--- src/rtl/stif_pkg.sv ---
`timescale 1ns / 1ps

package stif_pkg;

  localparam int CAPACITY = 16;
  localparam int IDX_W    = $clog2(CAPACITY);
  localparam int CNT_W    = $clog2(CAPACITY + 1);
  localparam int VALUE_W  = 32;
  localparam int POS_W    = 5;
  localparam int STAT_W   = 2;
  localparam int OUT_W    = 16;

  localparam logic KIND_INSERT = 1'b0;
  localparam logic KIND_FIND   = 1'b1;

  localparam logic [STAT_W-1:0] ST_OK        = 2'd0;
  localparam logic [STAT_W-1:0] ST_NOT_FOUND = 2'd1;
  localparam logic [STAT_W-1:0] ST_FULL      = 2'd2;

  typedef enum logic [1:0] {
    S_IDLE,
    S_COMPARE,
    S_COMMIT
  } state_t;

  typedef struct packed {
    logic load_op;
    logic capture;
    logic commit;
  } dp_cmd_t;

endpackage

--- src/rtl/stif_ctrl.sv ---
`timescale 1ns / 1ps

module stif_ctrl (
  input  logic              clk,
  input  logic              rst,
  input  logic              in_valid,
  output logic              in_ready,
  output logic              out_valid,
  input  logic              out_ready,
  output stif_pkg::dp_cmd_t cmd
);

  stif_pkg::state_t state;
  stif_pkg::state_t state_next;
  logic             out_free;

  // Output slot can take a new result when empty or being drained now.
  assign out_free = !out_valid || out_ready;

  always_comb begin
    state_next = state;
    case (state)
      stif_pkg::S_IDLE: begin
        if (in_valid) begin
          state_next = stif_pkg::S_COMPARE;
        end
      end
      stif_pkg::S_COMPARE: begin
        state_next = stif_pkg::S_COMMIT;
      end
      stif_pkg::S_COMMIT: begin
        if (out_free) begin
          state_next = stif_pkg::S_IDLE;
        end
      end
      default: begin
        state_next = stif_pkg::S_IDLE;
      end
    endcase
  end

  always_comb begin
    in_ready    = 1'b0;
    cmd.load_op = 1'b0;
    cmd.capture = 1'b0;
    cmd.commit  = 1'b0;
    case (state)
      stif_pkg::S_IDLE: begin
        in_ready    = 1'b1;
        cmd.load_op = in_valid;
      end
      stif_pkg::S_COMPARE: begin
        cmd.capture = 1'b1;
      end
      stif_pkg::S_COMMIT: begin
        cmd.commit = out_free;
      end
      default: begin
        in_ready = 1'b0;
      end
    endcase
  end

  always_ff @(posedge clk) begin
    if (rst) begin
      state     <= stif_pkg::S_IDLE;
      out_valid <= 1'b0;
    end else begin
      state <= state_next;
      if (cmd.commit) begin
        out_valid <= 1'b1;
      end else if (out_ready) begin
        out_valid <= 1'b0;
      end
    end
  end

endmodule

--- src/rtl/stif_dp.sv ---
`timescale 1ns / 1ps

module stif_dp (
  input  logic                                 clk,
  input  logic                                 rst,
  input  stif_pkg::dp_cmd_t                    cmd,
  input  logic                                 in_kind,
  input  logic signed [stif_pkg::VALUE_W-1:0]  in_value,
  output logic        [stif_pkg::POS_W-1:0]    res_position,
  output logic        [stif_pkg::STAT_W-1:0]   res_status,
  output logic        [stif_pkg::POS_W-1:0]    res_count
);

  logic                                op_kind;
  logic signed [stif_pkg::VALUE_W-1:0] op_value;
  logic signed [stif_pkg::VALUE_W-1:0] entries [stif_pkg::CAPACITY];
  logic        [stif_pkg::CNT_W-1:0]   count;
  logic        [stif_pkg::CNT_W-1:0]   count_next;
  logic        [stif_pkg::CAPACITY-1:0] lt_mask;
  logic        [stif_pkg::CAPACITY-1:0] eq_mask;
  logic        [stif_pkg::CAPACITY-1:0] lt_now;
  logic        [stif_pkg::CAPACITY-1:0] eq_now;
  logic        [stif_pkg::CAPACITY-1:0] slot_hot;
  logic        [stif_pkg::IDX_W-1:0]   slot_idx;
  logic                                found;
  logic                                full;
  logic                                do_insert;

  // Compare the operand against every held entry at once.
  always_comb begin
    for (int i = 0; i < stif_pkg::CAPACITY; i++) begin
      lt_now[i] = (stif_pkg::CNT_W'(i) < count) && (entries[i] < op_value);
      eq_now[i] = (stif_pkg::CNT_W'(i) < count) && (entries[i] == op_value);
    end
  end

  // The table is sorted, so lt_mask is a run of ones from entry 0; the
  // insert slot is the first zero in that run.
  always_comb begin
    slot_hot[0] = !lt_mask[0];
    for (int i = 1; i < stif_pkg::CAPACITY; i++) begin
      slot_hot[i] = !lt_mask[i] && lt_mask[i-1];
    end
    slot_idx = '0;
    for (int i = 0; i < stif_pkg::CAPACITY; i++) begin
      if (slot_hot[i]) begin
        slot_idx = slot_idx | stif_pkg::IDX_W'(i);
      end
    end
  end

  assign found      = |(slot_hot & eq_mask);
  assign full       = (count == stif_pkg::CNT_W'(stif_pkg::CAPACITY));
  assign do_insert  = cmd.commit && (op_kind == stif_pkg::KIND_INSERT) && !full;
  assign count_next = do_insert ? count + stif_pkg::CNT_W'(1) : count;

  always_ff @(posedge clk) begin
    if (rst) begin
      count <= '0;
    end else begin
      count <= count_next;
    end
  end

  always_ff @(posedge clk) begin
    if (cmd.load_op) begin
      op_kind  <= in_kind;
      op_value <= in_value;
    end
    if (cmd.capture) begin
      lt_mask <= lt_now;
      eq_mask <= eq_now;
    end
    // Shift the tail up one place and drop the operand into the slot.
    if (do_insert) begin
      if (slot_hot[0]) begin
        entries[0] <= op_value;
      end
      for (int i = 1; i < stif_pkg::CAPACITY; i++) begin
        if (slot_hot[i]) begin
          entries[i] <= op_value;
        end else if (!lt_mask[i]) begin
          entries[i] <= entries[i-1];
        end
      end
    end
    if (cmd.commit) begin
      res_count <= stif_pkg::POS_W'(count_next);
      if (op_kind == stif_pkg::KIND_INSERT) begin
        res_position <= '0;
        res_status   <= full ? stif_pkg::ST_FULL : stif_pkg::ST_OK;
      end else if (found) begin
        res_position <= stif_pkg::POS_W'(stif_pkg::CNT_W'(slot_idx) + stif_pkg::CNT_W'(1));
        res_status   <= stif_pkg::ST_OK;
      end else begin
        res_position <= '0;
        res_status   <= stif_pkg::ST_NOT_FOUND;
      end
    end
  end

endmodule

--- src/rtl/sorted_table_insert_find_unit.sv ---
`timescale 1ns / 1ps

// Sorted table of up to 16 signed 32-bit values, kept in ascending order.
// Input stream: one beat per operation; tuser[0] is the kind (0 insert,
// 1 find) and tdata carries the signed value. Output stream: one beat per
// operation carrying position, status and the entry count after the op.
// An insert places the value after every smaller entry; an insert into a
// full table is dropped with status 2. A find returns the 1-based place of
// the first equal entry, or position 0 with status 1.
// The result passes the states IDLE, COMPARE and COMMIT: the accepting edge
// latches the beat, COMPARE registers the parallel compare of all entries,
// and COMMIT shifts the table and loads the result. No new beat is taken
// until the operation before it has committed. The finished result sits in
// an output register, so the next beat is accepted while it waits; a
// stalled receiver holds the operation after that in its commit step.
// Reset empties the table (count to 0) and clears the output valid; the
// entries themselves are not cleared and are never read beyond the count.

module sorted_table_insert_find_unit (
  input  logic        clk,
  input  logic        rst,
  input  logic        s_tvalid,
  output logic        s_tready,
  input  logic [31:0] s_tdata,   // [31:0] value
  input  logic [0:0]  s_tuser,   // [0] kind
  output logic        m_tvalid,
  input  logic        m_tready,
  output logic [15:0] m_tdata    // [4:0] position, [6:5] status, [11:7] entry_count
);

  stif_pkg::dp_cmd_t                cmd;
  logic [stif_pkg::POS_W-1:0]       res_position;
  logic [stif_pkg::STAT_W-1:0]      res_status;
  logic [stif_pkg::POS_W-1:0]       res_count;

  stif_ctrl u_ctrl (
    .clk       (clk),
    .rst       (rst),
    .in_valid  (s_tvalid),
    .in_ready  (s_tready),
    .out_valid (m_tvalid),
    .out_ready (m_tready),
    .cmd       (cmd)
  );

  stif_dp u_dp (
    .clk          (clk),
    .rst          (rst),
    .cmd          (cmd),
    .in_kind      (s_tuser[0]),
    .in_value     ($signed(s_tdata)),
    .res_position (res_position),
    .res_status   (res_status),
    .res_count    (res_count)
  );

  // Pack result fields from the low bit up, pad to whole bytes.
  assign m_tdata = {4'd0, res_count, res_status, res_position};

endmodule
--- config.mk ---
export PLATFORM = sky130hd
export DESIGN_NAME = sorted_table_insert_find_unit
export DESIGN_NICKNAME = d
export VERILOG_FILES = /design/src/rtl/stif_pkg.sv /design/src/rtl/stif_ctrl.sv /design/src/rtl/stif_dp.sv /design/src/rtl/sorted_table_insert_find_unit.sv
export SDC_FILE = /design/constraint.sdc
export NUM_CORES = 2
export LEC_CHECK = 0
export BUFFER_PORTS_ARGS = -buffer_cell sky130_fd_sc_hd__buf_2
export CAP_MARGIN = 20
export CELL_PAD_IN_SITES_DETAIL_PLACEMENT = 1
export CELL_PAD_IN_SITES_GLOBAL_PLACEMENT = 2
export CORE_ASPECT_RATIO = 0.9
export CORE_MARGIN = 3
export CORE_UTILIZATION = 39
export CTS_CLUSTER_SIZE = 40
export DETAILED_ROUTE_END_ITERATION = 8
export PLACE_DENSITY_LB_ADDON = 0.1
export SETUP_SLACK_MARGIN = 0.02
export SYNTH_ARGS = -nofsm -noshare
export SYNTH_HDL_FRONTEND = slang
export SYNTH_HIERARCHICAL = 1
export SYNTH_SLANG_ARGS = --single-unit
--- constraint.sdc ---
create_clock -name clk -period 3.85 [get_ports clk]
set_input_delay 0.77 -clock clk [delete_from_list [all_inputs] [get_ports clk]]
set_output_delay 0.77 -clock clk [all_outputs]
set_load 0.005 [all_outputs]
==> results.json <==
{
  "multiInputGateArea_sq_mm": 0.0163,
  "numPortBuffers": 50,
  "syn_avg_cell_area_sq_um": 10.9,
  "design.portCount": 55,
  "synth_area_leaders": "edfxtp_1 51%, ha_1 18%, o21ai_0 7.3%",
  "ff2ff_setup_slack_ps": 200,
  "cellPowerDensity_mw_per_mm2": 392,
  "drtIter0Drc": 1582,
  "hold_buffers": 0,
  "grt_setup_unrepaired": "no",
  "critPathMaxStageDelay_ps": 770,
  "drtAntennaViolNets": 0,
  "maxSlewHeadroom": 0.279,
  "design_power_total_uw": 15500,
  "setup_slack_ps": 199,
  "insertion_delay_ps": 610,
  "post_drt_wl_per_cell_microns": 23.4,
  "synth_edf_count": 589,
  "diodes": 0,
  "finalCriticalPeriod_ps": 3650,
  "synth_seq_cells": 597,
  "drive_gt1_frac": 0.103,
  "synthFlopType": "edfxtp_1",
  "cp.arrival_ps": 3990,
  "grt_first_pass_wirelength_microns": 164000,
  "crit_chain": "inv_1 -> buf_4 -> ha_1 -> nand4_1 -> nor4_1 -> o21ai_0 -> a31oi_1 -> o21a_1 -> nor3_1",
  "p_leak_uw": 0.0147,
  "critPathSlowestCell": "nor4_1",
  "cts_tree": "yes",
  "async_flop_share": 0,
  "dr.pass1.iters": 5,
  "drv_cap": 0,
  "final_nets": 3873,
  "yosys.area.top_type_share": 0.506,
  "grt_start_max_net_pins": 39,
  "regToRegStartpoint": "u_dp/op_value[8]",
  "holdWs_ps": 335,
  "fin_worst_skew_ps": 14.7,
  "fin_crit_sh": 0.948,
  "clockRootBuffer": "clkbuf_16",
  "dieArea_sq_mm": 0.0933,
  "worstHoldStart": "s_tdata[21]",
  "die-height_microns": 290,
  "rr_endpoint": "u_dp/lt_mask[12]",
  "htreeDepth": 3,
  "crit_path_start_kind": "flop",
  "synth_area_sq_mm": 0.0350,
  "max-vdd-ir-drop_mv": 0.345,
  "num_vias": 25800,
  "fp.coreArea_sq_mm": 0.0883,
  "antenna_found_initial": 1,
  "vias_per_cell": 5.70,
  "seqCellArea_sq_mm": 0.0178,
  "synth_top_area_cell": "edfxtp_1",
  "status": "finished clean",
  "initial_core_util": 0.396,
  "min_path_cells": 1,
  "ys_types": 68,
  "clk_pin_slew_ps": 60,
  "grt_usage": 0.227,
  "gp_congestion": 0.816,
  "yosysSeqAreaShare": 0.510,
  "setup_violations": 0,
  "syn_inst": 3195,
  "critical_path_class": "reg -> reg",
  "min_to": "u_dp/op_value[21]",
  "cts_resized": 0,
  "grt_pass1_vias": 27600,
  "fillers": 9575,
  "drt-total-wl_microns": 106000,
  "fmaxAchievable_mhz": 274,
  "required_ps": 4190,
  "crit_fanout": 14,
  "clock_sinks": 597,
  "drv_slew": 0,
  "cts_buffers": 71,
  "worst_pin_slew_ps": 1070,
  "clockBufferDepth": 3,
  "postCtsSetupBuffers": 0,
  "hp-class": "in -> reg",
  "crit_path_end_kind": "flop",
  "setup-tns-final_ps": 0,
  "ff2ff_path_depth": 9,
  "pre_cts_ws_ps": 344,
  "drc": 0,
  "yosysWarnings": 6,
  "grt_overflow_total": 0,
  "num_rows": 103,
  "hold_viol_final": 0,
  "dp_hpwl_microns": 80000,
  "synthToLayoutAreaGrowth_pct": 13.1,
  "die_w_microns": 322,
  "post-route-util": 0.448
}
power breakdown:
group / internal [uW] / switching (uW) / leakage [uW]
clock network: 3940 / 2760 / 0.00111
logic: 540 / 917 / 0.00815
registers: 7270 / 78.3 / 0.00541
total: 11800 / 3760 / 0.0147
layer usage:
layer | wire length [microns] | track usage | vias up
met1 | 51900 | 0.330 | 13000
met2 | 47700 | 0.362 | 419
met3 | 3770 | 0.0245 | 134
met5 | 0 | 0 | -
li1 | - | - | 12300
met4 | 2350 | 0.0543 | 0
logic make-up after synthesis:
group                      count (synthesis)  synth area share
other                                      1          0.000107
DFF                                      597             0.510
muxes                                     23           0.00723
and+or+nand+nor                          956             0.130
buffers and inverters                    209            0.0248
xor gates and xnor gates                   6           0.00150
AOI/OAI and AO/OA                        888             0.142
adders and majority gates                515             0.184
cell usage in the layout, fill, tap and decap left out, types with 17 or more instances in the layout:
| cell type | synthesis | layout |
|---|---|---|
| a21o_1 | 45 | 45 |
| a21oi_1 | 187 | 187 |
| a221oi_1 | 30 | 30 |
| and4_1 | 29 | 29 |
| buf_2 | 47 | 50 |
| buf_4 | 4 | 127 |
| clkbuf_16 | 0 | 73 |
| edfxtp_1 | 589 | 589 |
| ha_1 | 515 | 515 |
| inv_1 | 72 | 72 |
| mux2_2 | 17 | 17 |
| nand2_1 | 582 | 582 |
| nand3_1 | 39 | 39 |
| nand4_1 | 83 | 83 |
| nor2_1 | 61 | 45 |
| nor2b_1 | 45 | 45 |
| nor3_1 | 32 | 32 |
| nor4_1 | 23 | 23 |
| o21ai_0 | 508 | 508 |
| o21ai_1 | 28 | 28 |
cell type report:
type,instances,share of cell area
Inverter,72,0.00684
Tap cell,1155,0.0366
Multi-Input combinational cell,2392,0.413
Sequential cell,597,0.451
Clock inverter,38,0.00889
Timing Repair Buffer,187,0.0355
Clock buffer,87,0.0478
cell usage after synthesis (5+ instances only):
cell type and n:
o211ai_1 12, nor4_1 23, a211oi_1 5, a221oi_1 30, a221o_1 5, nor2b_1 45, o21a_1 16, and4_1 29
o21ai_1 28, or3_1 8, buf_2 47, o21ai_0 508, mux2_2 17, nor2_1 61, nor3_4 13, a21boi_0 8
nor4b_1 6, a21oi_1 187, dfxtp_1 8, mux2i_1 5, nor3_1 32, ha_1 515, edfxtp_1 589, a2111oi_0 5
nand4_1 83, a21o_1 45, or2_2 5, clkbuf_1 85, xnor2_1 5, and3_1 7, nand2b_1 8, o211a_1 5
nand3_1 39, a31oi_1 7, nand2_1 582, inv_1 72
worst max-delay path: cells and delay by family, from the launching register on:
kind                     cells  cell delay, ps
AO/OA/AOI/OAI                3            1120
flip-flops                   1             380
adder cells (fa/ha/maj)      1             150
AND/OR/NAND/NOR              3             990
buffers and inverters        2             750
sequential cells by signal, summed over array words and instances, names as in the netlist:
register and flops:
u_dp/res_status 2, u_dp/op_value 32, u_dp/op_kind 1, u_ctrl/out_valid 1, u_ctrl/state 2, u_dp/eq_mask 16, u_dp/count 5, u_dp/res_count 5
u_dp/res_position 5, u_dp/lt_mask 16, u_dp/entries 512
how the worst max path moves through the flow:
stage / start / end / slack, ps / depth (start not counted)
2_1_floorplan: m_tready / u_dp/entries[0][100] / -210 / 6
3_3_place_gp: u_dp/op_value[12] / u_dp/lt_mask[1] / 350 / 9
3_5_place_dp: u_dp/op_value[12] / u_dp/lt_mask[1] / 340 / 9
4_1_cts: u_dp/op_value[12] / u_dp/lt_mask[1] / 310 / 9
5_1_grt: u_dp/op_value[12] / u_dp/lt_mask[1] / 60 / 9
6_report: u_dp/op_value[8] / u_dp/lt_mask[12] / 200 / 9
per-stage QoR:
stage / instance area (sq um) / std cells
2_1_floorplan: 35000 / 3198
3_3_place_gp: 37300 / 4403
3_5_place_dp: 37300 / 4403
4_1_cts: 39500 / 4528
5_1_grt: 39500 / 4528
6_report: 39500 / 4528
Power figures use the tool's default switching activity.
